===== config.mk =====
export PLATFORM = sky130hd
export DESIGN_NAME = hwcm_merge
export DESIGN_NICKNAME = d
export VERILOG_FILES = /design/src/hdl/hwcm_pkg.sv /design/src/hdl/hwcm_merge.sv
export SDC_FILE = /design/constraint.sdc
export NUM_CORES = 2
export LEC_CHECK = 0
export BUFFER_PORTS_ARGS = -buffer_cell sky130_fd_sc_hd__buf_2
export CAP_MARGIN = 20
export CORE_UTILIZATION = 60
export DETAILED_ROUTE_END_ITERATION = 10
export GPL_TIMING_DRIVEN = 0
export PLACE_DENSITY = 0.84
export SLEW_MARGIN = 10
export SYNTH_ARGS = -nofsm -noshare
export SYNTH_HDL_FRONTEND = slang
export SYNTH_SLANG_ARGS = --single-unit

===== constraint.sdc =====
create_clock -name i_clk -period 10.65 [get_ports i_clk]
set_input_delay 1.065 -clock i_clk [delete_from_list [all_inputs] [get_ports i_clk]]
set_output_delay 1.065 -clock i_clk [all_outputs]
set_load 0.005 [all_outputs]

===== src/hdl/hwcm_pkg.sv =====
// ----------------------------------------------------------------------------
// hwcm_pkg
// Shared constants, types and width helpers for the horizontal window
// contrast map.
// ----------------------------------------------------------------------------
package hwcm_pkg;

    localparam int PIX_W          = 8;
    localparam int CHANNELS       = 3;
    localparam int PIXEL_W        = CHANNELS * PIX_W;
    localparam int COL_W          = 10;
    localparam int ENERGY_W       = 28;
    localparam int ROW_WIDTH_W    = 11;
    localparam int WINDOW_W       = 6;
    localparam int MAX_WINDOW_DEF = 32;
    localparam int MAX_ROW_WIDTH  = 1024;
    localparam int LANE_TAPS      = 8;
    localparam int LANE_SUM_W     = PIX_W + $clog2(LANE_TAPS);
    localparam int APB_ADDR_W     = 3;
    localparam int APB_DATA_W     = 32;

    localparam logic [ROW_WIDTH_W-1:0] ROW_WIDTH_RST = 11'd376;
    localparam logic [WINDOW_W-1:0]    WINDOW_RST    = 6'd5;
    localparam logic [ENERGY_W-1:0]    ENERGY_ONES   = '1;

    typedef enum logic [0:0] {
        REG_ROW_WIDTH   = 1'b0,
        REG_WINDOW_SIZE = 1'b1
    } t_reg_idx;

    // load enables for the two merge stages
    typedef struct packed {
        logic load_sum;
        logic load_sq;
    } t_merge_ctl;

    // bits of one window sum for the given largest half window
    function automatic int sum_width(input int max_window);
        return PIX_W + $clog2(max_window + 1);
    endfunction

    // lanes needed to cover both half windows
    function automatic int lane_count(input int max_window);
        return (2 * max_window + LANE_TAPS - 1) / LANE_TAPS;
    endfunction

endpackage


===== src/hdl/hwcm_merge.sv =====
// ----------------------------------------------------------------------------
// hwcm_merge
// Combines lane sums into left/right window sums, then squares their
// difference per channel.
// ----------------------------------------------------------------------------
module hwcm_merge #(
    parameter int MAX_WINDOW = hwcm_pkg::MAX_WINDOW_DEF
) (
    input  logic                                   i_clk,
    input  hwcm_pkg::t_merge_ctl                   i_ctl,
    input  logic [hwcm_pkg::lane_count(MAX_WINDOW)-1:0]
                 [hwcm_pkg::CHANNELS-1:0][hwcm_pkg::LANE_SUM_W-1:0] i_near,
    input  logic [hwcm_pkg::lane_count(MAX_WINDOW)-1:0]
                 [hwcm_pkg::CHANNELS-1:0][hwcm_pkg::LANE_SUM_W-1:0] i_all,
    output logic [hwcm_pkg::CHANNELS-1:0][2*hwcm_pkg::sum_width(MAX_WINDOW)-1:0] o_sq
);
    import hwcm_pkg::*;

    localparam int N_LANES = lane_count(MAX_WINDOW);
    localparam int SUM_W   = sum_width(MAX_WINDOW);
    localparam int SQ_W    = 2 * SUM_W;

    logic [CHANNELS-1:0][SUM_W-1:0] n_right;
    logic [CHANNELS-1:0][SUM_W:0]   n_both;
    logic [CHANNELS-1:0][SUM_W-1:0] r_right;
    logic [CHANNELS-1:0][SUM_W-1:0] r_left;
    logic [CHANNELS-1:0][SUM_W-1:0] diff;
    logic [CHANNELS-1:0][SQ_W-1:0]  r_sq;

    always_comb begin
        for (int ch = 0; ch < CHANNELS; ch++) begin
            n_right[ch] = '0;
            n_both[ch]  = '0;
            for (int l = 0; l < N_LANES; l++) begin
                n_right[ch] = n_right[ch] + SUM_W'(i_near[l][ch]);
                n_both[ch]  = n_both[ch] + (SUM_W+1)'(i_all[l][ch]);
            end
        end
    end

    always_comb begin
        for (int ch = 0; ch < CHANNELS; ch++) begin
            diff[ch] = (r_left[ch] > r_right[ch]) ? r_left[ch] - r_right[ch]
                                                  : r_right[ch] - r_left[ch];
        end
    end

    always_ff @(posedge i_clk) begin
        if (i_ctl.load_sum) begin
            for (int ch = 0; ch < CHANNELS; ch++) begin
                r_right[ch] <= n_right[ch];
                // full span minus near half leaves the left half
                r_left[ch]  <= SUM_W'(n_both[ch] - (SUM_W+1)'(n_right[ch]));
            end
        end
        if (i_ctl.load_sq) begin
            for (int ch = 0; ch < CHANNELS; ch++) begin
                r_sq[ch] <= SQ_W'(diff[ch]) * SQ_W'(diff[ch]);
            end
        end
    end

    assign o_sq = r_sq;

endmodule


[Yosys cells after proc, flatten, opt, wreduce, memory -nomap -nowiden]
Index checks and enable logic that the tools add are counted.
Cells by class
  add/sub/neg operators: 51
  $mul: 3
  order comparisons: 3
  muxes and demuxes: 3
Operator list (number)
  14-bit by 11-bit adder with 14-bit output: 24
  14-bit subtractor: 9
  13-bit by 11-bit adder with 14-bit output: 6
  14-bit by 14-bit multiplier with 28-bit output: 3
  12-bit by 11-bit adder with 13-bit output: 6
  11-bit by 11-bit adder with 12-bit output: 6
  14-bit greater-than comparator: 3
  14-bit 2-to-1 mux: 3
Storage, ports and cells
  bits in registers: 168
  bits of input ports: 531
  word-level logic and storage cells: 69

[Logic depth before layout (Yosys ltp)]
  depth after elaboration: 8
  mapped depth: 38
  depth with buffers taken out: 36

[Worst setup path after synthesis]
Ideal clock, no wire load.
  path kind: register -> register
  start point: reg r_left[14] (netlist bit)
  end point: reg r_sq, in the netlist o_sq[55], data pin
  setup time: 0.260 ns
  arrival time: 8.252 ns
  setup slack: 2.138 ns
  stages on the path, launching flop included: 37
  buffers on the path: 3
  clock period less this slack: 8.512 ns
  cell sequence: edfxtp_1 -> inv_1 -> ha_1 -> inv_1 -> fa_1 -> a21o_1 -> a311o_1 -> a31oi_1 -> o31a_2 -> or2_1 -> buf_4 -> buf_6 -> mux2i_1 -> xor2_1 -> inv_1 -> buf_2 -> nand2_1 -> inv_1 -> fa_1 -> inv_1 -> fa_1 -> fa_1 -> fa_1 -> fa_1 -> inv_1 -> fa_1 -> ha_1 -> a21o_1 -> nor2_1 -> o21ai_0 -> a31o_2 -> a221o_1 -> a211o_1 -> a31oi_1 -> o211ai_1 -> a21oi_1 -> xnor2_1
Between the ends
  word-level cells in the longest chain between the ends: 3
  elaborated cells on any way between the ends: 5
Ends and longest elaborated chain
  start: declaration: RTL line hwcm_merge.sv:26  | logic [CHANNELS-1:0][SUM_W-1:0] r_left;
  start signal: indexed assignment: RTL line hwcm_merge.sv:53  | r_left[ch] <= SUM_W'(n_both[ch] - (SUM_W+1)'(n_right[ch]));
  14-bit subtractor, or another cell as far along: RTL line hwcm_merge.sv:44  | : r_right[ch] - r_left[ch];
  14-bit 2-to-1 mux *: RTL line hwcm_merge.sv:43  | diff[ch] = (r_left[ch] > r_right[ch]) ? r_left[ch] - r_right[ch]
  14-bit by 14-bit multiplier with 28-bit output *: RTL line hwcm_merge.sv:58  | r_sq[ch] <= SQ_W'(diff[ch]) * SQ_W'(diff[ch]);
  end signal: indexed assignment: RTL line hwcm_merge.sv:58
  end: declaration: RTL line hwcm_merge.sv:28  | logic [CHANNELS-1:0][SQ_W-1:0] r_sq;
Every way passes the cells marked *; elsewhere a longest branch is shown, timed or not.
A chain may end at the register's enable or synchronous reset.

[Worst setup path after layout]
  start point: reg r_left[7] (netlist bit)
  end point: reg r_sq, in the netlist o_sq[22], data pin
The elaborated chain is that of the path after synthesis.

==> run metrics <==
outcome=completed; synthesized cell area=0.03897 mm2; most common cell in the netlist=inv_1; hold slack=between 0.9 and 1 ns; worst setup path endpoint=o_sq[22]; # setup viols final=0; grt total ovfl=0; Relative slew margins=0.2783; Final Slew Violations=0; gr usage total=0.2835; Placement Setup Slack=about 0.73 ns; CTS tree=yes; Port Buffers=~610; Synth Area in Adders=0.5398; Layout Nets=6369; Synth async-reset ratio=0; Via density=~5.2; Initial Utilization=0.6056; most used cell along the critical path=fa_1; Setup TNS Final=0 ns; Ports=615; mux share of post-synthesis cell area=0.009568; num rows=93; data required time of the worst path=10.89 ns; CP max stage cell=a221oi_1; Worst Setup Start Kind=flop; Post-synth top cells=inv_1, fa_1, ha_1, nor2_1, nand2_1; Placer Congestion=0.9617; DR iter-0 viols=roughly 1.5k; Cells after Synth=around 4k; Post-synth EDFFs=around 170; total setup buffers inserted after CTS=0; FF-to-FF End=o_sq[22]; dominant cell type by area after synthesis=fa_1; Die Ht=roughly 260 um; number of gates resized after CTS=0; Min Clock Period, post-route=between 10 and 15 ns; period utilization=0.9408; Post-CTS Hold Buffers=0; Achievable Freq=99.81 MHz; largest net degree at the start of global routing=64; initial antenna violation count=2; vias in the first global route=31.39k; Avg WL per Cell=16.12 um; Layout Cells excl Fill=5495; Yosys cell types=87; Synth Area in Compound Gates=0.08037; synth top area cells=fa_1, ha_1, edfxtp_1; sequential share of the synthesized area=0.1272; core area=0.06435 mm2; clk slew on worst S/H paths=0.08 ns; #FFs+latches synth=about 170; first-pass GRT wire length=148100 um; Worst setup EP type=flop; CTS Sinks=165; clk_skew=about 0.023 ns; main combinational cell family by area after synthesis=adder cells; CTS Root Cell=clkbuf_16; Clk Latency, worst-skew pair=just over 0.5 ns; routed wire length=approximately 89000 um; R2R setup slack=0.63 ns; fillers=4856; Synth top area share=0.4007; Vias=between 20k and 30k; Worst Hold Class=in -> reg; Worst Slack Setup Final=between 0.6 and 0.7 ns; die area=roughly 0.066 mm2; Tightest Pin Transition=1.075 ns; HPWL Detailed=slightly below 80000 um; Die Width=between 200 and 300 um; Max Cap Viol=0; Synth-to-Final Area Change=12.30%; Simple-Gate Fraction of Synth Area=0.07141; CP Class=reg -> reg; Ys Warns=0; syn_area_per_cell=9.764 um2; H-tree Lvls=4; Critical Path Max Stage Delay=0.79 ns; Fin. Hold Viols=0; Inst Count DP=5461; reg2reg start=r_left[7]; Post-Synth XOR/XNOR Area=0.04441; critical path peak fanout=10; Inserted Clock Buffers=17; RSZ-0062 raised after global routing=no; worst reg-to-reg path cell count=29; worst path arrival time=about 10 ns; Post-synth top flop=edfxtp_1; Setup crit start=r_left[7]; layout cells sized above 1=0.1615; drt first pass iters=7; antenna viol nets, final=0; maximum clock insertion buffer count=2; DRC errors left=0
## per-layer routing
layer  vias to the layer above  global-route usage  wire, um
met2                       951              0.5059     45630
met1                     14110              0.3431     34590
met4                         0              0.1152      3458
met5                         -                   0         0
li1                      13360                   -         -
met3                       194             0.04142      4927
## how the worst min path moves through the flow
stage                           from       end  cells after the start
after floorplan           r_left[28]  o_sq[56]                      3
after global placement    r_left[28]  o_sq[56]                      3
after detailed placement  r_left[28]  o_sq[56]                      3
after CTS                   i_ctl[0]  o_sq[83]                      1
after global routing        i_ctl[0]  o_sq[83]                      1
final                       i_ctl[0]  o_sq[83]                      1
## per-stage QoR
stage                     utilization  area (um2)
after floorplan                     -       38970
final                          0.6801       43760
after global placement         0.6698       43100
after detailed placement       0.6708       43160
after global routing           0.6801       43760
after CTS                      0.6800       43760
## cell families after synthesis
group,count (synthesis)
other,1
adders and majority gates,1213
DFF,165
and+or+nand+nor,617
AOI/OAI and AO/OA,474
buffers and inverters,1298
xor gates and xnor gates,187
muxes,36
## layout by cell type, fill, tap and decap left out, types with 12 or more instances in the layout
master and count:
nor2b_1 26, ha_1 433, and3_1 12, clkbuf_1 23
xnor2_1 113, buf_2 638, nor2_1 218, xor2_1 64
o21bai_1 22, nand2b_1 30, inv_1 1223, clkbuf_16 17
or2_2 13, a21oi_1 146, fa_1 780, o21a_1 13
a21o_1 93, edfxtp_1 165, nand3_1 18, nand2_1 213
mux2i_1 28, nand4_1 19, o21ai_0 83, nor3_1 27
## critical path, delay by kind of cell, from the launching register on
kind	cells	cell delay, ns
fa+ha+maj	8	3.61
compound gates	7	2.28
simple gates	5	1.18
buf+inv	6	1.12
xor+xnor	2	0.71
mux	1	0.42
flops	1	0.40
## state kept, by name (all words and copies together), names as in the netlist
name and cells:
o_sq 81, r_right 42, r_left 42
## cell type report
class,instances,area (um2),area share
inverter,1238,4647,0.1062
tap,855,1070,0.02445
sequential,165,4955,0.1132
multi-input combinational,2530,29060,0.6641
buffer,60,311.5,0.007119
clock buffer,17,425.4,0.009721
timing repair buffer,613,3118,0.07125
clock inverter,15,168.9,0.003860
antenna,2,5.005,0.0001144
Power is not shown: default switching activity piles up to over one toggle a cycle in this logic, so the estimate is an artifact.
