File: src/hdl/hwcm_pkg.sv
// ----------------------------------------------------------------------------
// hwcm_pkg
// Shared constants, types and width helpers for the horizontal window
// contrast map.
// ----------------------------------------------------------------------------
package hwcm_pkg;

    localparam int PIX_W          = 8;
    localparam int CHANNELS       = 3;
    localparam int PIXEL_W        = CHANNELS * PIX_W;
    localparam int COL_W          = 10;
    localparam int ENERGY_W       = 28;
    localparam int ROW_WIDTH_W    = 11;
    localparam int WINDOW_W       = 6;
    localparam int MAX_WINDOW_DEF = 32;
    localparam int MAX_ROW_WIDTH  = 1024;
    localparam int LANE_TAPS      = 8;
    localparam int LANE_SUM_W     = PIX_W + $clog2(LANE_TAPS);
    localparam int APB_ADDR_W     = 3;
    localparam int APB_DATA_W     = 32;

    localparam logic [ROW_WIDTH_W-1:0] ROW_WIDTH_RST = 11'd376;
    localparam logic [WINDOW_W-1:0]    WINDOW_RST    = 6'd5;
    localparam logic [ENERGY_W-1:0]    ENERGY_ONES   = '1;

    typedef enum logic [0:0] {
        REG_ROW_WIDTH   = 1'b0,
        REG_WINDOW_SIZE = 1'b1
    } t_reg_idx;

    // load enables for the two merge stages
    typedef struct packed {
        logic load_sum;
        logic load_sq;
    } t_merge_ctl;

    // bits of one window sum for the given largest half window
    function automatic int sum_width(input int max_window);
        return PIX_W + $clog2(max_window + 1);
    endfunction

    // lanes needed to cover both half windows
    function automatic int lane_count(input int max_window);
        return (2 * max_window + LANE_TAPS - 1) / LANE_TAPS;
    endfunction

endpackage

File: src/hdl/hwcm_lane.sv
// ----------------------------------------------------------------------------
// hwcm_lane
// Sums one group of delay taps per channel under the near and full masks.
// ----------------------------------------------------------------------------
module hwcm_lane (
    input  logic                                                          i_clk,
    input  logic                                                          i_load,
    input  logic [hwcm_pkg::LANE_TAPS-1:0][hwcm_pkg::PIXEL_W-1:0]         i_taps,
    input  logic [hwcm_pkg::LANE_TAPS-1:0]                                i_near,
    input  logic [hwcm_pkg::LANE_TAPS-1:0]                                i_all,
    output logic [hwcm_pkg::CHANNELS-1:0][hwcm_pkg::LANE_SUM_W-1:0]       o_near,
    output logic [hwcm_pkg::CHANNELS-1:0][hwcm_pkg::LANE_SUM_W-1:0]       o_all
);
    import hwcm_pkg::*;

    logic [CHANNELS-1:0][LANE_SUM_W-1:0] n_near;
    logic [CHANNELS-1:0][LANE_SUM_W-1:0] n_all;
    logic [CHANNELS-1:0][LANE_SUM_W-1:0] r_near;
    logic [CHANNELS-1:0][LANE_SUM_W-1:0] r_all;

    always_comb begin
        for (int ch = 0; ch < CHANNELS; ch++) begin
            n_near[ch] = '0;
            n_all[ch]  = '0;
            for (int k = 0; k < LANE_TAPS; k++) begin
                if (i_near[k]) begin
                    n_near[ch] = n_near[ch] + LANE_SUM_W'(i_taps[k][ch*PIX_W +: PIX_W]);
                end
                if (i_all[k]) begin
                    n_all[ch] = n_all[ch] + LANE_SUM_W'(i_taps[k][ch*PIX_W +: PIX_W]);
                end
            end
        end
    end

    always_ff @(posedge i_clk) begin
        if (i_load) begin
            r_near <= n_near;
            r_all  <= n_all;
        end
    end

    assign o_near = r_near;
    assign o_all  = r_all;

endmodule

File: config.mk
export PLATFORM = sky130hd
export DESIGN_NAME = hwcm_lane
export DESIGN_NICKNAME = d
export VERILOG_FILES = /design/src/hdl/hwcm_pkg.sv /design/src/hdl/hwcm_lane.sv
export SDC_FILE = /design/constraint.sdc
export NUM_CORES = 1
export LEC_CHECK = 0
export BUFFER_PORTS_ARGS = -buffer_cell sky130_fd_sc_hd__buf_2
export CAP_MARGIN = 10
export CORE_UTILIZATION = 55
export CTS_BUF_LIST = sky130_fd_sc_hd__clkbuf_4
export DETAILED_ROUTE_END_ITERATION = 7
export PLACE_DENSITY = 0.77
export SLEW_MARGIN = 10
export SYNTH_ARGS = -nofsm -noshare
export SYNTH_HDL_FRONTEND = slang
export SYNTH_SLANG_ARGS = --single-unit
export TNS_END_PERCENT = 5
File: constraint.sdc
create_clock -name i_clk -period 14.21 [get_ports i_clk]
set_input_delay 3.5525 -clock i_clk [delete_from_list [all_inputs] [get_ports i_clk]]
set_output_delay 3.5525 -clock i_clk [all_outputs]
set_load 0.05 [all_outputs]
== Word-level counts from Yosys, hierarchy flattened ==
Cells that the tools add are included.

* Input bits: 210
* Register bits: 66
* Logic and storage cells: 96

* Muxes and demuxes: 48
* Add/sub/neg operators: 42

{| class="wikitable"
|+ Operators with widths
! kind !! number
|-
| $add A11 B8 Y11 || 42
|-
| $mux W11 || 42
|-
| $mux W8 || 6
|}

== Logic depth before layout (Yosys ltp) ==
* Depth after elaboration: 15
* Mapped depth: 45

== Least setup slack after synthesis ==
Ideal clock, no wire load.

* Path type: in2reg
* Start point: input port i_all[0] in the netlist's numbering
* End point: register r_all (netlist bit o_all[10]) (data pin)
* Arrival: 10.781 ns
* Required time: 13.947 ns
* Setup slack: 3.166 ns
* Stages on the path: 42
* Cells stage by stage: and2_1 ha_1 inv_1 fa_1 nor2b_1 o21ai_1 a21boi_1 nor3_1 or2_2 ha_1 inv_1 o21ai_0 and3b_1 o21ai_0 o21a_1 ha_1 nor2b_1 o31ai_1 [... 6 more ...] mux2_2 ha_1 or3_1 a21oi_1 o21bai_1 inv_1 ha_1 a21oi_1 xnor2_1 nor2_1 a21oi_1 ha_1 o21a_1 o21ai_0 o22ai_1 a22oi_1 mux2i_1 xor2_1

{| class="wikitable"
|+ RTL lines
! what !! RTL line !! text
|-
| from (decl) || hwcm_lane.sv:10 || <nowiki>input logic [hwcm_pkg::LANE_TAPS-1:0] i_all,</nowiki>
|-
| to (signal assigned) || hwcm_lane.sv:39 || <nowiki>r_all <= n_all;</nowiki>
|-
| to (decl) || hwcm_lane.sv:19 || <nowiki>logic [CHANNELS-1:0][LANE_SUM_W-1:0] r_all;</nowiki>
|}

==> results_tabular.tex <==
\begin{tabular}{lr}
\hline
Metric & Value \\
\hline
\multicolumn{2}{l}{\textbf{Yosys}} \\
\quad Share of flip-flops with an asynchronous set or reset after synthesis & 0 \\
\quad Synth Instances & 2643 \\
\quad Seq/Total Area, Yosys & 0.0952 \\
\quad Largest cells by area after synthesis & sky130\_fd\_sc\_hd\_\_ha\_1 (20\%), sky130\_fd\_sc\_hd\_\_edfxtp\_1 (9.5\%), sky130\_fd\_sc\_hd\_\_mux2\_2 (7.5\%) \\
\quad Proportion of netlist area held by the largest area contributor & 0.202 \\
\quad Synthesized netlist net count & 3231 \\
\quad EDFF count, synth & 66 \\
\quad Synthesized area per cell & 7.88 um2 \\
\quad Count of synthesis-stage warnings from yosys & 0 \\
\quad Cell area after technology mapping & 20800 um2 \\
\quad Number of distinct library cells after synthesis & 84 \\
\quad Dominant cell type by area after synthesis & sky130\_fd\_sc\_hd\_\_ha\_1 \\
\quad Synth Flop Type & sky130\_fd\_sc\_hd\_\_edfxtp\_1 \\
\quad Register bit count reported by yosys & 66 \\
\multicolumn{2}{l}{\textbf{Critical path}} \\
\quad Slowest library cell on the worst path & sky130\_fd\_sc\_hd\_\_fa\_1 \\
\quad Worst setup path category & primary input to flip-flop \\
\quad CP Launch Type & primary input \\
\quad Arrival time reported for the critical path endpoint & 12.19 ns \\
\quad Required time at the worst-slack endpoint & 14.42 ns \\
\quad Worst stage delay on the critical path & 0.42 ns \\
\quad Crit Path Max Fanout & 25 \\
\quad Crit-path most repeated cell & sky130\_fd\_sc\_hd\_\_ha\_1 \\
\quad Worst setup EP type & flip-flop \\
\multicolumn{2}{l}{\textbf{Hold path}} \\
\quad Worst Hold Path EP & o\_near[7] \\
\quad Path type of the worst min-delay path & primary input to flip-flop \\
\quad Number of cells on the worst hold path & 1 \\
\quad Hold path startpoint & i\_load \\
\multicolumn{2}{l}{\textbf{GRT}} \\
\quad Initial antenna violation count & 12 \\
\quad Wire length of the first global-routing pass & 94000 um \\
\quad Residual overflow from global routing & 0 \\
\quad Number of global-route vias before repair & 19500 \\
\quad Largest net degree at the start of global routing & 56 \\
\quad GRT Resource Usage Total & 0.298 \\
\multicolumn{2}{l}{\textbf{STA}} \\
\quad RSZ-0062 raised after global routing & false \\
\quad Final cycle utilization of the critical path & 0.843 \\
\quad Number of hold violations in the final report & 0 \\
\quad Setup Total Neg Slack & 0 ns \\
\quad Fmax & 83.5 MHz \\
\quad Worst-case headroom to the max-slew limit & 0.430 \\
\quad Final count of negative-setup-slack endpoints & 0 \\
\quad Max Transition Viols Final & 0 \\
\quad Shortest period the worst path allows & 11.98 ns \\
\quad Final-layout worst hold slack & 3.50 ns \\
\quad Slew at the pin closest to its max-slew limit & 0.856 ns \\
\multicolumn{2}{l}{\textbf{Floorplanning}} \\
\quad Floorplan core area & 37000 um2 \\
\quad Area of the die & 38600 um2 \\
\quad Rows & 70 \\
\quad Height of the chip & 197 um \\
\quad Top-Level Pins & 276 \\
\quad Starting density of the core & 0.563 \\
\quad Width of the die & 197 um \\
\multicolumn{2}{l}{\textbf{Pwr}} \\
\quad Worst VDD drop & 0.165 mV \\
\quad Total leakage power & 10.6 nW \\
\quad Power density over the cells & 176 nW/um2 \\
\multicolumn{2}{l}{\textbf{Clock network}} \\
\quad Number of hold-repair buffers added at the cts stage & 0 \\
\quad Number of buffers created by CTS & 9 \\
\quad Max clock buf depth & 2 \\
\quad Post\_cts resized & 0 \\
\quad Clock tree from TritonCTS & built \\
\quad Sink Count & 66 \\
\quad Clock root cell & sky130\_fd\_sc\_hd\_\_clkbuf\_4 \\
\quad Clock transition at the registers of the reported paths & 0.11 ns \\
\quad Number of buffers added for setup after CTS & 0 \\
\quad H-tree level count & 3 \\
\multicolumn{2}{l}{\textbf{Finish}} \\
\quad Fraction of layout cells with a size suffix above 1 & 0.167 \\
\quad Number of filler instances in the final layout & 3273 \\
\quad Most common library cell in the layout ignoring fill and taps & sky130\_fd\_sc\_hd\_\_ha\_1 \\
\quad Fraction of the core area covered by cells at the end of the flow & 0.616 \\
\quad Final nets & 3457 \\
\quad Growth of design area from synthesis to finish & 9.38\% \\
\quad Most frequent cells in the layout & sky130\_fd\_sc\_hd\_\_ha\_1 (336), sky130\_fd\_sc\_hd\_\_buf\_2 (275), sky130\_fd\_sc\_hd\_\_o21ai\_0 (224) \\
\multicolumn{2}{l}{\textbf{Detailed routing}} \\
\quad Number of vias per cell & 5.96 \\
\quad Detailed Route WL & 58700 um \\
\quad Mean routed wirelength per cell & 17.3 um \\
\quad Remaining number of nets flagged by the antenna check after routing & 0 \\
\quad Length of the first detailed-routing pass in iterations & 5 \\
\quad DRC violation count after routing & 0 \\
\quad Drt first-iter violations & 1411 \\
\quad Vias & 20200 \\
\multicolumn{2}{l}{\textbf{Placement}} \\
\quad Hpwl dp & 49700 um \\
\quad \# port buffers & 275 \\
\quad Placer Congestion & 0.933 \\
\multicolumn{2}{l}{\textbf{Outcome}} \\
\quad Status & finished clean \\
\multicolumn{2}{l}{\textbf{Run}} \\
\quad Number of maximum-capacitance violations & 0 \\
\hline
\end{tabular}
-- worst max path at each step --
stage	slack (ns)	from	endpoint
finish	2.23	i_all[0]	o_all[10]
global route	1.43	i_all[0]	o_all[10]
CTS	2.42	i_all[0]	o_all[10]
detailed placement	1.95	i_all[0]	o_all[10]
global placement	2.28	i_all[0]	o_all[10]
floorplan	3.17	i_all[0]	o_all[10]
-- where the power goes --
group / switching, mW / internal, mW / total (mW) / leakage, nW
Sequential: 0.0294 / 0.364 / 0.393 / 0.645
Combinational: 2.02 / 1.46 / 3.49 / 9.91
Clock: 0.0707 / 0.0527 / 0.123 / 0.0688
-- through the flow --
step | std cells | power [mW] | area, um2 | setup WS (ns)
2_1_floorplan | 2643 | 3.14 | 20800 | 3.17
3_3_place_gp | 3362 | 3.67 | 22600 | 2.28
3_5_place_dp | 3362 | 3.81 | 22600 | 1.95
4_1_cts | 3377 | 3.97 | 22700 | 2.42
5_1_grt | 3381 | 4.39 | 22800 | 1.43
6_report | 3389 | 4.00 | 22800 | 2.23
-- kinds of logic (layout without fill, tap and decap cells) --
kind of cell | after synthesis | count (layout) | synth area share
xor+xnor | 235 | 235 | 0.102
buf+inv | 272 | 502 | 0.0493
fa+ha+maj | 378 | 378 | 0.242
simple gates | 629 | 629 | 0.141
mux | 183 | 183 | 0.0963
other cells | 0 | 12 | 0
flops | 66 | 66 | 0.0952
compound gates | 880 | 880 | 0.274
-- worst max-delay path: cells and delay by family --
family,cells,cell delay (ns)
compound gates,16,3.12
simple gates,7,1.26
fa+ha+maj,8,2.51
buf+inv,5,0.70
mux,3,0.53
xor+xnor,3,0.53
-- layout make-up --
cell class / count / area (um2) / share of cell area
antenna: 12 / 30.0 / 0.00132
clock buffer: 10 / 75.1 / 0.00330
clock inverter: 5 / 46.3 / 0.00203
inverter: 205 / 769 / 0.0338
multi-input combinational: 2305 / 17800 / 0.782
sequential: 66 / 1980 / 0.0870
tap: 504 / 631 / 0.0277
timing repair buffer: 282 / 1430 / 0.0627
-- routing by layer --
| layer | share of wire | track usage | up-vias |
|---|---|---|---|
| li1 | - | - | 10100 |
| met1 | 0.47 | 0.406 | 9454 |
| met2 | 0.44 | 0.500 | 606 |
| met3 | 0.061 | 0.0332 | 74 |
| met4 | 0.022 | 0.0761 | 8 |
| met5 | 0.00095 | 0 | - |
-- state kept, by name (all words and copies together), names as in the netlist --
| signal | cells |
|---|---|
| o_near | 33 |
| o_all | 33 |
-- cell usage after synthesis (8+ instances only) --
cell and number:
sky130_fd_sc_hd__o211ai_1 10, sky130_fd_sc_hd__o31a_1 18, sky130_fd_sc_hd__nor3_1 28, sky130_fd_sc_hd__a21boi_0 22, sky130_fd_sc_hd__a22oi_1 8, sky130_fd_sc_hd__o21bai_1 43, sky130_fd_sc_hd__inv_1 202, sky130_fd_sc_hd__or2_2 11
sky130_fd_sc_hd__o21a_1 86, sky130_fd_sc_hd__mux2i_1 45, sky130_fd_sc_hd__nand2b_1 22, sky130_fd_sc_hd__xnor2_1 164, sky130_fd_sc_hd__nor3b_1 9, sky130_fd_sc_hd__fa_1 42, sky130_fd_sc_hd__mux2_2 138, sky130_fd_sc_hd__ha_1 336
sky130_fd_sc_hd__edfxtp_1 66, sky130_fd_sc_hd__o31ai_1 23, sky130_fd_sc_hd__nor2_1 214, sky130_fd_sc_hd__and2_1 36, sky130_fd_sc_hd__a31oi_1 17, sky130_fd_sc_hd__nand2_1 171, sky130_fd_sc_hd__xor2_1 66, sky130_fd_sc_hd__nand3_1 32
sky130_fd_sc_hd__a21oi_1 218, sky130_fd_sc_hd__and3_1 10, sky130_fd_sc_hd__o21ai_0 224, sky130_fd_sc_hd__a211oi_1 33, sky130_fd_sc_hd__a41oi_1 8, sky130_fd_sc_hd__a21o_1 79, sky130_fd_sc_hd__clkbuf_1 55, sky130_fd_sc_hd__nor2b_1 69
No activity file was read; power rests on OpenSTA's default activity.
